[src/rtl/msde_pkg.sv]
// ----------------------------------------------------------------------------
// msde_pkg
// Types and constants shared by the multisynth divider register encoder.
// ----------------------------------------------------------------------------
package msde_pkg;

	localparam int VCO_W   = 30;
	localparam int FREQ_W  = 28;
	localparam int BASE_W  = 8;
	localparam int BYTE_W  = 8;
	localparam int FRAC_W  = 20;
	localparam int P1_W    = 18;
	localparam int P2_W    = 20;
	localparam int A_LO_W  = P1_W - 7;
	localparam int QUOT_W  = VCO_W + FRAC_W;
	localparam int ITERS   = QUOT_W / 2;
	localparam int ITER_W  = 5;
	localparam int WRITES  = 8;
	localparam int WR_W    = 3;

	localparam logic [VCO_W-1:0]    VCO_RESET    = 30'd864000000;
	localparam logic [FRAC_W-1:0]   DEN_C        = 20'hFFFFF;
	localparam logic [P1_W-1:0]     P1_OFFSET    = 18'd512;
	localparam logic [ITER_W-1:0]   ITER_LAST    = ITER_W'(ITERS - 1);
	// integer part is complete after VCO_W quotient bits, two per iteration
	localparam logic [ITER_W-1:0]   ITER_INT     = ITER_W'(VCO_W / 2 - 1);
	localparam logic [WR_W-1:0]     WR_LAST      = WR_W'(WRITES - 1);

	typedef struct packed {
		logic [BASE_W-1:0] reg_base;
		logic [FREQ_W-1:0] frequency_hz;
	} request_t;

	typedef struct packed {
		logic [BYTE_W-1:0] reg_addr;
		logic [BYTE_W-1:0] reg_data;
		logic              last_write;
	} reg_write_t;

	typedef struct packed {
		logic [BASE_W-1:0] reg_base;
		logic [A_LO_W-1:0] a_lo;
		logic [FRAC_W-1:0] b;
	} div_res_t;

	typedef enum logic [1:0] {
		DIV_IDLE,
		DIV_RUN,
		DIV_DONE
	} div_state_t;

endpackage

[src/rtl/multisynth_divider_register_encoder_unit.sv]
// ----------------------------------------------------------------------------
// multisynth_divider_register_encoder_unit
// Turns a frequency request into the eight multisynth register writes.
// ----------------------------------------------------------------------------
// For each request the radix-4 divider runs 25 iterations for the 50-bit
// quotient of vco * 2^20 / f; when the queue is fed, the next request
// starts as the emitter takes the result. The eight writes of one request
// play out while the divider works on the next.
// The oscillator register must only be written while the block is idle.
module multisynth_divider_register_encoder_unit
	import msde_pkg::*;
#(
	parameter int QUEUE_DEPTH = 2
) (
	input  logic             clk,
	input  logic             arst_n,
	input  logic             cfg_we,
	input  logic [VCO_W-1:0] cfg_wdata,
	input  logic             push,
	output logic             full,
	input  request_t         request,
	output logic             empty,
	input  logic             pop,
	output reg_write_t       reg_write
);

	logic [VCO_W-1:0] vco_q;
	logic             job_valid;
	logic             job_ready;
	request_t         job;
	logic             res_valid;
	logic             res_ready;
	div_res_t         res;

	always_ff @(posedge clk or negedge arst_n) begin
		if (!arst_n) begin
			vco_q <= VCO_RESET;
		end else if (cfg_we) begin
			vco_q <= cfg_wdata;
		end
	end

	msde_front #(
		.DEPTH(QUEUE_DEPTH)
	) u_front (
		.clk      (clk),
		.arst_n   (arst_n),
		.push     (push),
		.full     (full),
		.request  (request),
		.job_valid(job_valid),
		.job_ready(job_ready),
		.job      (job)
	);

	msde_divider u_divider (
		.clk      (clk),
		.arst_n   (arst_n),
		.vco      (vco_q),
		.job_valid(job_valid),
		.job_ready(job_ready),
		.job      (job),
		.res_valid(res_valid),
		.res_ready(res_ready),
		.res      (res)
	);

	msde_emitter u_emitter (
		.clk      (clk),
		.arst_n   (arst_n),
		.res_valid(res_valid),
		.res_ready(res_ready),
		.res      (res),
		.empty    (empty),
		.pop      (pop),
		.reg_write(reg_write)
	);

endmodule

[src/rtl/msde_front.sv]
// ----------------------------------------------------------------------------
// msde_front
// Accepts requests, maps a zero frequency to one and queues them for the
// divider.
// ----------------------------------------------------------------------------
module msde_front
	import msde_pkg::*;
#(
	parameter int DEPTH = 2
) (
	input  logic     clk,
	input  logic     arst_n,
	input  logic     push,
	output logic     full,
	input  request_t request,
	output logic     job_valid,
	input  logic     job_ready,
	output request_t job
);

	localparam int PTR_W = (DEPTH > 1) ? $clog2(DEPTH) : 1;
	localparam int CNT_W = $clog2(DEPTH + 1);

	request_t           mem_q [DEPTH];
	logic [PTR_W-1:0]   wr_ptr_q;
	logic [PTR_W-1:0]   rd_ptr_q;
	logic [CNT_W-1:0]   count_q;
	logic               do_push;
	logic               do_pop;
	request_t           cls;

	assign full      = (count_q == CNT_W'(DEPTH));
	assign job_valid = (count_q != '0);
	assign job       = mem_q[rd_ptr_q];
	assign do_push   = push && !full;
	assign do_pop    = job_valid && job_ready;

	always_comb begin
		cls = request;
		if (request.frequency_hz == '0) begin
			cls.frequency_hz = FREQ_W'(1);
		end
	end

	always_ff @(posedge clk) begin
		if (do_push) begin
			mem_q[wr_ptr_q] <= cls;
		end
	end

	always_ff @(posedge clk or negedge arst_n) begin
		if (!arst_n) begin
			wr_ptr_q <= '0;
			rd_ptr_q <= '0;
			count_q  <= '0;
		end else begin
			if (do_push) begin
				wr_ptr_q <= (wr_ptr_q == PTR_W'(DEPTH - 1)) ? '0 : wr_ptr_q + PTR_W'(1);
			end
			if (do_pop) begin
				rd_ptr_q <= (rd_ptr_q == PTR_W'(DEPTH - 1)) ? '0 : rd_ptr_q + PTR_W'(1);
			end
			case ({do_push, do_pop})
				2'b10:   count_q <= count_q + CNT_W'(1);
				2'b01:   count_q <= count_q - CNT_W'(1);
				default: count_q <= count_q;
			endcase
		end
	end

endmodule

[src/rtl/msde_divider.sv]
// ----------------------------------------------------------------------------
// msde_divider
// Radix-4 restoring divider: forms vco * 2^20 / f, two quotient bits per
// cycle, and corrects the fraction for a denominator of 2^20 - 1.
// ----------------------------------------------------------------------------
module msde_divider
	import msde_pkg::*;
(
	input  logic             clk,
	input  logic             arst_n,
	input  logic [VCO_W-1:0] vco,
	input  logic             job_valid,
	output logic             job_ready,
	input  request_t         job,
	output logic             res_valid,
	input  logic             res_ready,
	output div_res_t         res
);

	div_state_t          state_q;
	div_state_t          state_nxt;
	logic                start;
	logic [ITER_W-1:0]   it_q;
	logic [QUOT_W-1:0]   n_q;
	logic [FREQ_W-1:0]   r_q;
	logic [FREQ_W-1:0]   rem_q;
	logic [FREQ_W-1:0]   f_q;
	logic [BASE_W-1:0]   base_q;
	logic [FREQ_W:0]     t1;
	logic [FREQ_W:0]     t2;
	logic                ge1;
	logic                ge2;
	logic [FREQ_W-1:0]   r1;
	logic [FREQ_W-1:0]   r2;

	always_comb begin
		t1  = {r_q, n_q[QUOT_W-1]};
		ge1 = (t1 >= {1'b0, f_q});
		r1  = ge1 ? FREQ_W'(t1 - {1'b0, f_q}) : t1[FREQ_W-1:0];
		t2  = {r1, n_q[QUOT_W-2]};
		ge2 = (t2 >= {1'b0, f_q});
		r2  = ge2 ? FREQ_W'(t2 - {1'b0, f_q}) : t2[FREQ_W-1:0];
	end

	always_comb begin
		state_nxt = state_q;
		case (state_q)
			DIV_IDLE: begin
				if (start) state_nxt = DIV_RUN;
			end
			DIV_RUN: begin
				if (it_q == ITER_LAST) state_nxt = DIV_DONE;
			end
			DIV_DONE: begin
				if (res_ready) state_nxt = start ? DIV_RUN : DIV_IDLE;
			end
			default: state_nxt = DIV_IDLE;
		endcase
	end

	always_comb begin
		job_ready = 1'b0;
		res_valid = 1'b0;
		case (state_q)
			DIV_IDLE: job_ready = 1'b1;
			DIV_DONE: begin
				res_valid = 1'b1;
				job_ready = res_ready;
			end
			default: begin
				job_ready = 1'b0;
				res_valid = 1'b0;
			end
		endcase
		start = job_valid && job_ready;
	end

	// remainder of vco / f sets whether the fraction drops by one
	assign res.reg_base = base_q;
	assign res.a_lo     = n_q[FRAC_W +: A_LO_W];
	assign res.b        = n_q[FRAC_W-1:0] - FRAC_W'(r_q < rem_q);

	always_ff @(posedge clk or negedge arst_n) begin
		if (!arst_n) begin
			state_q <= DIV_IDLE;
		end else begin
			state_q <= state_nxt;
		end
	end

	always_ff @(posedge clk) begin
		if (start) begin
			n_q    <= {vco, {FRAC_W{1'b0}}};
			r_q    <= '0;
			f_q    <= job.frequency_hz;
			base_q <= job.reg_base;
			it_q   <= '0;
		end else if (state_q == DIV_RUN) begin
			n_q  <= {n_q[QUOT_W-3:0], ge1, ge2};
			r_q  <= r2;
			it_q <= it_q + ITER_W'(1);
			if (it_q == ITER_INT) begin
				rem_q <= r2;
			end
		end
	end

endmodule

[src/rtl/msde_emitter.sv]
// ----------------------------------------------------------------------------
// msde_emitter
// Builds p1 and p2 from the divider result and plays out the eight
// register writes of each item.
// ----------------------------------------------------------------------------
module msde_emitter
	import msde_pkg::*;
(
	input  logic       clk,
	input  logic       arst_n,
	input  logic       res_valid,
	output logic       res_ready,
	input  div_res_t   res,
	output logic       empty,
	input  logic       pop,
	output reg_write_t reg_write
);

	logic              busy_q;
	logic [WR_W-1:0]   k_q;
	logic [BASE_W-1:0] base_q;
	logic [P1_W-1:0]   p1_q;
	logic [P2_W-1:0]   p2_q;
	logic              load;
	logic              take;
	logic [26:0]       x;
	logic [6:0]        q0;
	logic [FRAC_W:0]   s;
	logic              s_ge;
	logic [6:0]        q;
	logic [P2_W-1:0]   p2;
	logic [P1_W-1:0]   p1;
	logic [BYTE_W-1:0] data;

	// floor(128b / (2^20 - 1)) by folding the top bits back in
	always_comb begin
		x    = {res.b, 7'b0};
		q0   = x[26:FRAC_W];
		s    = {1'b0, x[FRAC_W-1:0]} + {{(FRAC_W-6){1'b0}}, q0};
		s_ge = (s >= {1'b0, DEN_C});
		p2   = s_ge ? P2_W'(s - {1'b0, DEN_C}) : s[P2_W-1:0];
		q    = q0 + 7'(s_ge);
		p1   = {res.a_lo, 7'b0} + {{(P1_W-7){1'b0}}, q} - P1_OFFSET;
	end

	assign empty     = !busy_q;
	assign take      = pop && busy_q;
	assign res_ready = !busy_q || (take && (k_q == WR_LAST));
	assign load      = res_valid && res_ready;

	always_comb begin
		case (k_q)
			3'd0:    data = DEN_C[15:8];
			3'd1:    data = DEN_C[7:0];
			3'd2:    data = {6'b0, p1_q[17:16]};
			3'd3:    data = p1_q[15:8];
			3'd4:    data = p1_q[7:0];
			3'd5:    data = {DEN_C[19:16], p2_q[19:16]};
			3'd6:    data = p2_q[15:8];
			default: data = p2_q[7:0];
		endcase
	end

	assign reg_write.reg_addr   = base_q + {{(BYTE_W-WR_W){1'b0}}, k_q};
	assign reg_write.reg_data   = data;
	assign reg_write.last_write = (k_q == WR_LAST);

	always_ff @(posedge clk or negedge arst_n) begin
		if (!arst_n) begin
			busy_q <= 1'b0;
			k_q    <= '0;
		end else if (load) begin
			busy_q <= 1'b1;
			k_q    <= '0;
		end else if (take) begin
			k_q <= k_q + WR_W'(1);
			if (k_q == WR_LAST) begin
				busy_q <= 1'b0;
			end
		end
	end

	always_ff @(posedge clk) begin
		if (load) begin
			base_q <= res.reg_base;
			p1_q   <= p1;
			p2_q   <= p2;
		end
	end

endmodule

[config.mk]
export PLATFORM = sky130hd
export DESIGN_NAME = multisynth_divider_register_encoder_unit
export DESIGN_NICKNAME = d
export VERILOG_FILES = /design/src/rtl/msde_pkg.sv /design/src/rtl/multisynth_divider_register_encoder_unit.sv /design/src/rtl/msde_front.sv /design/src/rtl/msde_divider.sv /design/src/rtl/msde_emitter.sv
export SDC_FILE = /design/constraint.sdc
export NUM_CORES = 1
export LEC_CHECK = 0
export BUFFER_PORTS_ARGS = -buffer_cell sky130_fd_sc_hd__buf_2
export CORE_MARGIN = 2
export CORE_UTILIZATION = 50
export CTS_CLUSTER_DIAMETER = 100
export DETAILED_ROUTE_END_ITERATION = 10
export GPL_TIMING_DRIVEN = 1
export PLACE_DENSITY = 0.67
export REMOVE_ABC_BUFFERS = 1
export SLEW_MARGIN = 10
export SYNTH_ARGS = -nofsm -noshare
export SYNTH_HDL_FRONTEND = slang
export SYNTH_HIERARCHICAL = 1
export SYNTH_SLANG_ARGS = --single-unit
[constraint.sdc]
create_clock -name clk -period 5.8 [get_ports clk]
set_input_delay 0.87 -clock clk [delete_from_list [all_inputs] [get_ports clk]]
set_output_delay 0.87 -clock clk [all_outputs]
set_load 0.005 [all_outputs]
==> run summary, run 1 <==
core footprint -> 32700 sq um
Slew Limit Fails -> 0
ranking of synthesized cells by area -> edfxtp_1 (38%), ha_1 (7.6%), dfxtp_1 (6.3%)
Hold Crit Depth -> 0
DRT Pass-1 Iters -> 5
Max Clock Skew -> 13.12 ps
Post-synth EDFFs -> 211
dpl hpwl -> 26970 um
DRC viols -> 0
first-pass GRT wire length -> 60570 um
flop and latch count out of synthesis -> 304
initial DRC count -> 875
Setup CP Type -> flop to flop
number of nets with antenna violations after routing -> 0
Data arrival, critical path -> 5900 ps
GRT Overall Usage -> 21.40%
Num CTS Buffers -> 31
# setup viols final -> 0
Final Wtd Congestion -> 0.9399
Reg area -> 8416 sq um
flop2flop setup slack -> 340 ps
die area -> 34940 sq um
Final Cycle Share -> 94.11%
Die Ht -> 186.9 um
Critical Path RT -> 6240 ps
IO Pins -> 90
area of the multi-input gates -> 7561 sq um
Async SR Flop Fraction -> 13.16%
fill count -> 2804
top achievable clock speed -> 183.2 MHz
antenna diode count -> 0
CP endpoint kind -> flop
placed cells -> 1936
initial antenna violation count -> 1
die width -> 186.9 um
top_reg_cell synth -> edfxtp_1
count leader, synth -> edfxtp_1
Cells after Synth -> 1445
Avg Cell Area, Syn -> 11.58 sq um
Net count, final -> 1704
number of buffers added on ports -> 89
Worst slew margin -> 27.18%
final cell count without fillers -> 1994
CP Max Fanout -> 16
min cycle time layout -> 5458 ps
GRT Residual Overflow -> 0
drt total wl -> 38120 um
distinct cell type count after synthesis -> 83
worst min-delay path category -> flop to flop
Via density -> 5.679
Clock Latency Late Sink -> 560 ps
Syn. warnings -> 6
sequential area share after synthesis -> 50.31%
Synth Cell Area -> 16730 sq um
number of max-cap violations -> 0
layout cells sized above 1 -> 21.84%
CTS tree -> built
Yosys top cell area share -> 37.88%
Startpoint Class -> flop
clock-pin slew on the worst setup and hold paths -> 60 ps
dominant cell type by area after synthesis -> edfxtp_1
worst slew pin tran -> 1092 ps
clock root buffer -> clkbuf_16
final hold vios -> 0
vias in the first global route -> 11250
clock buffer depth -> 3
Initial Utilization -> 51.16%
via count -> 11320
H-tree Lvls -> 1
R2R depth -> 22
RSZ-0062 raised after global routing -> no
most frequent cells after synthesis -> edfxtp_1 (211), nand2_1 (116), ha_1 (102)
Fin Setup TNS -> 0 ps
P&R area growth vs syn -> 12.14%
clk sinks -> 304
WL/cell -> 19.12 um
Hold WS -> 423.4 ps
num rows -> 66
largest net degree at the start of global routing -> 86
status -> finished, final reports clean
-- state kept, by name, summed over array words and instances (netlist names) --
signal	cells
u_divider/base_q	8
u_divider/it_q	5
u_divider/rem_q	28
u_emitter/p2_q	20
u_emitter/base_q	8
u_divider/f_q	28
u_emitter/busy_q	1
u_front/mem_q	72
u_front/wr_ptr_q	1
u_divider/state_q	2
u_divider/n_q	50
u_front/rd_ptr_q	1
u_front/count_q	2
u_emitter/p1_q	17
u_emitter/k_q	3
vco_q	30
u_divider/r_q	28
-- placed cells by master, fill, tap and decap left out, types with 11 or more instances in the layout --
cell type,n
xnor2_1,46
ha_1,102
nand2_1,116
o21a_1,12
and2_1,20
a21o_1,25
dfstp_2,14
mux2_4,44
dfxtp_1,53
a21oi_1,57
clkbuf_16,32
nand3_1,22
o21ai_0,54
xor2_1,42
dfrtp_1,26
nand4_1,24
nand2b_1,11
nor2_1,65
a22o_1,51
edfxtp_1,211
mux2_2,68
buf_2,89
inv_1,98
nor3_1,19
nor4_1,12
a31oi_1,12
buf_4,42
-- routing by layer --
metal	part of all wire (%)	global-route usage (%)	wire length, um	vias up
met1	48	31.83	18470	5492
met5	0.029	0	11	-
met4	2.0	5.006	781	2
met2	44	33.31	16820	318
li1	-	-	-	5450
met3	5.4	2.814	2041	61
-- worst max-delay path, cell delays in order, from the launching register on --
cell      delay, ps
edfxtp_1        380
inv_2           120
ha_1            250
nor2b_1         140
o31a_1          300
o31ai_4         270
a211o_1         190
o21ai_2          90
o31a_4          430
buf_12          180
mux2_4          310
ha_1            320
o21a_1          120
nor2_1          210
a21oi_1         160
a221o_1         380
buf_4           150
a21oi_4         130
a21oi_1         110
a211oi_4        270
buf_12          230
mux2_2          370
a22o_1          210
-- cells by family after synthesis --
family | count (synthesis) | share of synthesized area [%]
AOI/OAI and AO/OA | 301 | 12.83
xor gates and xnor gates | 88 | 4.607
adders and majority gates | 105 | 7.988
buffers and inverters | 184 | 5.004
DFF | 304 | 50.31
muxes | 124 | 9.252
and+or+nand+nor | 339 | 10.02
-- metrics by stage --
stage	cell area (sq um)	setup WS, ps	util, %
6_report	18760	341.8	57.37
5_1_grt	18760	53.80	57.37
4_1_cts	18680	202.8	57.12
3_5_place_dp	17650	251.9	53.98
3_3_place_gp	17650	308.1	53.98
2_1_floorplan	16270	-652.3	-
-- path summary, 6_finish.rpt --
check                                                       to                     startpoint
worst max-delay path            u_divider/r_q[16]$_SDFFE_PP0N_     u_divider/f_q[1]$_DFFE_PP_
worst min-delay path             u_emitter/base_q[2]$_DFFE_PP_  u_divider/base_q[2]$_DFFE_PP_
worst max register to register  u_divider/r_q[16]$_SDFFE_PP0N_     u_divider/f_q[1]$_DFFE_PP_
worst min register to register   u_emitter/base_q[2]$_DFFE_PP_  u_divider/base_q[2]$_DFFE_PP_
max in group asynchronous                vco_q[27]$_DFFE_PN0P_                         arst_n
min in group asynchronous                 vco_q[9]$_DFFE_PN0P_                         arst_n
-- timing repair --
| action | 4_1_cts | 5_1_grt |
|---|---|---|
| hold buffers | 0 | 0 |
| gates resized for setup | 0 | 13 |
| setup endpoints to repair | 0 | 51 |
| setup buffers | 0 | 0 |
-- cell type report --
class / instances / area share (%)
well taps: 442 / 2.948
clock buffers: 46 / 4.702
flip-flops and latches: 304 / 44.86
clock inverters: 11 / 0.7737
multi-input cells: 957 / 40.31
repair buffers: 134 / 4.402
inverters: 100 / 2.008
Power of run 1 is not shown: default switching activity piles up to over one toggle a cycle in this logic, so the estimate is an artifact.
==> inputs of run 2 (changes only) <==
==> constraint.sdc (replaced) <==
create_clock -name clk -period 5.8 [get_ports clk]
set_input_delay 1.74 -clock clk [delete_from_list [all_inputs] [get_ports clk]]
set_output_delay 1.74 -clock clk [all_outputs]
set_load 0.005 [all_outputs]
==> run 2 against run 1 <==
Effect of this change: first-iteration DRC count down 7.3%; die area unchanged; highest routed layer unchanged; non-clock buffer count unchanged; critical path depth unchanged; flip-flop and latch count unchanged; fmax down 0.38%; setup slack worse by 21 ps; hold slack worse by 2.2 ps; clock skew up 1.6 ps.
==> run summary, run 2 (same netlist as run 1, synthesis figures left out) <==
status -> finished, final reports clean
layout cells sized above 1 -> 21.58% (-0.26 points)
post-CTS setup buffer count -> 0 (unchanged)
largest register by flop count -> u_front/mem_q
GRT Overall Usage -> 21.74% (+0.34 points)
CTS tree -> built
CP Max Fanout -> 16 (unchanged)
number of max-cap violations -> 0 (unchanged)
vias in the first global route -> 11230 (-0.18%)
DRT Pass-1 Iters -> 5 (unchanged)
Slew Limit Fails -> 0 (unchanged)
top achievable clock speed -> 182.5 MHz (-0.38%)
min cycle time layout -> 5479 ps (+20.95 ps)
via count -> 11380 (+0.49%)
number of nets with antenna violations after routing -> 0 (unchanged)
die area -> 34940 sq um (unchanged)
num rows -> 66 (unchanged)
clock root buffer -> clkbuf_16
Clock Latency Late Sink -> 520 ps (-40 ps)
Reg area -> 8416 sq um (unchanged)
die width -> 186.9 um (unchanged)
DRC viols -> 0 (unchanged)
Net count, final -> 1707 (+0.18%)
worst path cell trace -> inv_1 -> ha_1 -> nor2b_1 -> o31a_1 -> o31ai_4 -> a211o_1 -> o21ai_2 -> o31a_4 -> buf_12 -> mux2_4 -> ha_1 -> o21a_1 -> nor2_1 -> a21oi_1 -> a221o_1 -> buf_4 -> a21oi_4 -> a21oi_1 -> a211oi_4 -> buf_12 -> mux2_2 -> a22o_1
H-tree Lvls -> 2 (+1)
initial antenna violation count -> 1 (unchanged)
clock-pin slew on the worst setup and hold paths -> 60 ps (about the same)
# setup viols final -> 0 (unchanged)
CP peak stage delay -> 430 ps (about the same)
Via density -> 5.692 (+0.23%)
clock buffer depth -> 3 (unchanged)
Die Ht -> 186.9 um (unchanged)
commonest non-fill, non-tap cell in the layout -> edfxtp_1
Data arrival, critical path -> 5890 ps (about the same)
core footprint -> 32700 sq um (unchanged)
commonest non-fill, non-tap cells in the layout -> edfxtp_1 (211), nand2_1 (116), ha_1 (102), inv_1 (99), buf_2 (89)
Top Registers -> u_front/mem_q x72, u_divider/n_q x50, vco_q x30
slowest stage cell, crit path -> o31a_4
antenna diode count -> 0 (unchanged)
GRT Residual Overflow -> 0 (unchanged)
Final Cycle Share -> 94.47% (+0.36 points)
final hold vios -> 0 (unchanged)
Num CTS Buffers -> 34 (+9.7%)
fill count -> 2784 (-0.71%)
drt total wl -> 37980 um (-0.37%)
largest net degree at the start of global routing -> 86 (unchanged)
clk sinks -> 304 (unchanged)
Max Clock Skew -> 14.76 ps (+1.640 ps)
P&R area growth vs syn -> 12.25%
initial DRC count -> 811 (-7.3%)
worst slew pin tran -> 1086 ps (-6.039 ps)
Initial Utilization -> 51.16% (unchanged)
CP endpoint kind -> flop
first-pass GRT wire length -> 61130 um (+0.92%)
Final Wtd Congestion -> 0.9404 (about the same)
number of buffers added on ports -> 89 (unchanged)
dpl hpwl -> 27140 um (+0.62%)
worst min-delay path category -> flop to flop
Critical Path RT -> 6210 ps (-30 ps)
max reg flops -> 72 (unchanged)
area of the multi-input gates -> 7561 sq um (unchanged)
IO Pins -> 90 (unchanged)
WL/cell -> 19.00 um (-0.62%)
RSZ-0062 raised after global routing -> no
Worst slew margin -> 27.59% (+0.40 points)
Finished Cell Area -> 18780 sq um (+0.10%)
placed inst area -> 17650 sq um (unchanged)
Setup CP Type -> flop to flop
Startpoint Class -> flop
run 2: layout make-up:
class                           instances  area share (%)
Inverter                              100           2.006
Clock buffer                           42           4.857
Timing Repair Buffer                  134           4.398
Sequential cell                       304           44.82
Tap cell                              442           2.945
Multi-Input combinational cell        957           40.27
Clock inverter                         20          0.7130
run 2: worst paths after layout:
check                                         startpoint                              to  slack (ps)  cells after the start
max                           u_divider/f_q[1]$_DFFE_PP_  u_divider/r_q[16]$_SDFFE_PP0N_         320                     22
min                        u_divider/base_q[1]$_DFFE_PP_   u_emitter/base_q[1]$_DFFE_PP_         420                      0
max reg2reg                   u_divider/f_q[1]$_DFFE_PP_  u_divider/r_q[16]$_SDFFE_PP0N_         320                     22
min reg2reg                u_divider/base_q[1]$_DFFE_PP_   u_emitter/base_q[1]$_DFFE_PP_         420                      0
max in group asynchronous                         arst_n    u_emitter/k_q[2]$_DFFE_PN0P_        3870                      1
min in group asynchronous                         arst_n            vco_q[6]$_DFFE_PN0P_        1370                      1
run 2: layer usage:
metal  track usage [%]  routed length, um
met1             31.98              18080
met2             33.76              16950
met3             3.396               2199
met4             5.311                746
met5                 0                  7
run 2: through the flow:
stage | worst slack [ps] | hold slack, ps | TNS [ps] | std cells | util, %
finish | 320.8 | 421.2 | 0 | 1999 | 57.42
global route | 14.87 | 426.3 | 0 | 1999 | 57.42
CTS | 148.4 | 420.2 | 0 | 1998 | 57.17
detailed placement | 231.6 | 405.7 | 0 | 1936 | 53.98
global placement | 306.6 | 402.1 | 0 | 1936 | 53.98
floorplan | -652.3 | 400.3 | -41310 | 1361 | -
run 2: worst max-delay path, delay by kind of cell, from the launching register on:
family                     cells  cell delay (ps)
and+or+nand+nor                2              320
AOI/OAI and AO/OA             12             2640
muxes                          2              670
adders and majority gates      2              600
buffers and inverters          4              750
DFF                            1              370
run 2: what timing repair did:
action,CTS,global route
hold buffers,0,0
resized for setup,0,12
setup endpoints to repair,0,51
Power of run 2 is left out for the same reason.
==> inputs of run 3 (changes only) <==
CORE_ASPECT_RATIO = 1.1   (was unset)
CTS_CLUSTER_SIZE = 25   (was unset)
GPL_ROUTABILITY_DRIVEN = 0   (was unset)
==> run 3 against run 2 <==
Effect of this change: flip-flop and latch count unchanged; setup slack got worse by 28 ps; routed wire length decreased by 3.8%; clock skew increased by 9.5 ps; core utilization decreased by 2.9 points; non-clock buffer count decreased by 10; clock-buffer cell count decreased by 17; largest cell class unchanged.
==> run summary, run 3 (same netlist as run 1, synthesis figures left out) <==
CP Max Fanout -> 20 (+4)
worst hold endpoint -> u_emitter/base_q[3]$_DFFE_PP_
RSZ-0062 raised after global routing -> no
H-tree Lvls -> 1 (-1)
largest net degree at the start of global routing -> 59 (-31%)
WP buf/inv -> 2 (-2)
Data arrival, critical path -> 5900 ps (about the same)
clock buffer depth -> 3 (unchanged)
worst slew pin tran -> 1073 ps (-13.18 ps)
initial antenna violation count -> 2 (+1)
RR Startpoint -> u_divider/f_q[1]$_DFFE_PP_
CP peak stage delay -> 450 ps (+20 ps)
Worst slew margin -> 28.47% (+0.88 points)
Initial Utilization -> 50.53% (-0.63 points)
Worst path depth -> 20 (-9.1%)
max reg flops -> 72 (unchanged)
commonest non-fill, non-tap cells in the layout -> edfxtp_1 (211), nand2_1 (116), ha_1 (102), inv_1 (99), buf_2 (89)
initial DRC count -> 879 (+8.4%)
worst min-delay path category -> flop to flop
antenna diode count -> 0 (unchanged)
WL/cell -> 18.79 um (-1.1%)
min cycle time layout -> 5507 ps (+27.71 ps)
drt total wl -> 36540 um (-3.8%)
GRT Overall Usage -> 21.22% (-0.52 points)
commonest non-fill, non-tap cell in the layout -> edfxtp_1
Via density -> 5.705 (+0.24%)
Max Clock Skew -> 24.21 ps (+9.454 ps)
placed cells -> 1917 (-0.98%)
Critical Path RT -> 6190 ps (-20 ps)
number of max-cap violations -> 0 (unchanged)
HP Start -> u_divider/base_q[3]$_DFFE_PP_
CTS tree -> built
Clock Latency Late Sink -> 500 ps (-20 ps)
die area -> 34940 sq um (about the same)
flop2flop setup slack -> 290 ps (-30 ps)
top achievable clock speed -> 181.6 MHz (-0.50%)
DRT Pass-1 Iters -> 5 (unchanged)
Startpoint Class -> flop
die width -> 178.4 um (-4.6%)
final cell count without fillers -> 1945 (-2.7%)
clock root buffer -> clkbuf_16
CP endpoint kind -> flop
clock-pin slew on the worst setup and hold paths -> 90 ps (+30 ps)
core footprint -> 33110 sq um (+1.2%)
r2r endpoint -> u_divider/r_q[12]$_SDFFE_PP0N_
vias in the first global route -> 11170 (-0.55%)
status -> finished, final reports clean
Crit path max-delay family -> compound AO/OA/AOI/OAI gates
slowest stage cell, crit path -> o31a_4
layout cells sized above 1 -> 19.37% (-2.2 points)
R2R depth -> 20 (-9.1%)
Slew Limit Fails -> 0 (unchanged)
via count -> 11100 (-2.5%)
P&R area growth vs syn -> 7.981%
Hold Crit Depth -> 0 (unchanged)
worst path cell trace -> inv_1 -> ha_1 -> nor2b_1 -> o31a_1 -> o31ai_4 -> a211o_1 -> o21ai_2 -> o31a_4 -> mux2i_1 -> ha_1 -> nor2b_1 -> o31ai_1 -> a21oi_1 -> a221o_1 -> a21oi_4 -> a21oi_1 -> a211oi_4 -> buf_12 -> mux2_2 -> a22o_1
clk sinks -> 304 (unchanged)
dpl hpwl -> 26670 um (-1.7%)
Fin Setup TNS -> 0 ps (unchanged)
Net count, final -> 1679 (-1.6%)
IO Pins -> 90 (unchanged)
number of nets with antenna violations after routing -> 0 (unchanged)
post-CTS setup buffer count -> 0 (unchanged)
Die Ht -> 195.8 um (+4.8%)
# setup viols final -> 0 (unchanged)
Finished Cell Area -> 18060 sq um (-3.8%)
largest register by flop count -> u_front/mem_q
num rows -> 70 (+6.1%)
Final Cycle Share -> 94.95% (+0.48 points)
GRT Residual Overflow -> 0 (unchanged)
fill count -> 2817 (+1.2%)
Layout Utilization -> 54.56% (-2.9 points)
placed inst area -> 17560 sq um (-0.52%)
final hold vios -> 0 (unchanged)
Top Registers -> u_front/mem_q x72, u_divider/n_q x50, vco_q x30
number of buffers added on ports -> 89 (unchanged)
Num CTS Buffers -> 16 (-53%)
first-pass GRT wire length -> 58980 um (-3.5%)
Setup CP Type -> flop to flop
DRC viols -> 0 (unchanged)
-- run 3: changes by cell type in the layout (fill, tap and decap cells not counted), sizes merged --
cell / change
clkinv: -14
inv: -2
buf: -9
bufinv: -1
clkbuf: -18
-- run 3: metal layers --
metal / track usage [%] / vias up / part of all wire [%]
li1: - / 5386 / -
met4: 3.493 / 4 / 1.5
met3: 2.888 / 37 / 5.7
met1: 31.24 / 5353 / 48
met2: 34.03 / 317 / 45
met5: 0 / - / 0.074
-- run 3: what timing repair did --
item	CTS	global route
setup endpoints to repair	0	53
gates resized for setup	0	5
hold buffers	0	0
-- run 3: through the flow --
| step | worst slack [ps] | hold WS, ps |
|---|---|---|
| after global placement | 284.2 | 401.8 |
| after global routing | 14.14 | 434.5 |
| final | 293.1 | 432.8 |
| after detailed placement | 213.5 | 407.0 |
| after floorplan | -652.3 | 400.3 |
| after CTS | 171.5 | 430.5 |
-- run 3: final cells by class --
class	count	area (sq um)	area share, %
multi-input cells	957	7527	41.67
inverters	100	376.6	2.085
clock buffers	25	455.4	2.521
flip-flops and latches	304	8416	46.59
repair buffers	124	720.7	3.990
well taps	432	540.5	2.992
clock inverters	3	27.53	0.1524
-- run 3: worst max-delay path by stage --
stage / from / endpoint
2_1_floorplan: u_divider/f_q[6]$_DFFE_PP_ / u_divider/r_q[12]$_SDFFE_PP0N_
3_3_place_gp: u_divider/f_q[7]$_DFFE_PP_ / u_divider/r_q[19]$_SDFFE_PP0N_
3_5_place_dp: u_divider/f_q[7]$_DFFE_PP_ / u_divider/r_q[12]$_SDFFE_PP0N_
4_1_cts: u_divider/f_q[7]$_DFFE_PP_ / u_divider/r_q[12]$_SDFFE_PP0N_
5_1_grt: u_divider/f_q[1]$_DFFE_PP_ / u_divider/r_q[23]$_SDFFE_PP0N_
6_report: u_divider/f_q[1]$_DFFE_PP_ / u_divider/r_q[12]$_SDFFE_PP0N_
-- run 3: worst register-to-register path: stages, from the launching register on --
cell      delay, ps
edfxtp_1        370
inv_1           170
ha_1            270
nor2b_1         150
o31a_1          310
o31ai_4         280
a211o_1         190
o21ai_2          80
o31a_4          450
mux2i_1         310
ha_1            300
nor2b_1         150
o31ai_1         400
a21oi_1         160
a221o_1         450
a21oi_4         170
a21oi_1         120
a211oi_4        240
buf_12          240
mux2_2          400
a22o_1          210
Power of run 3 is left out for the same reason.
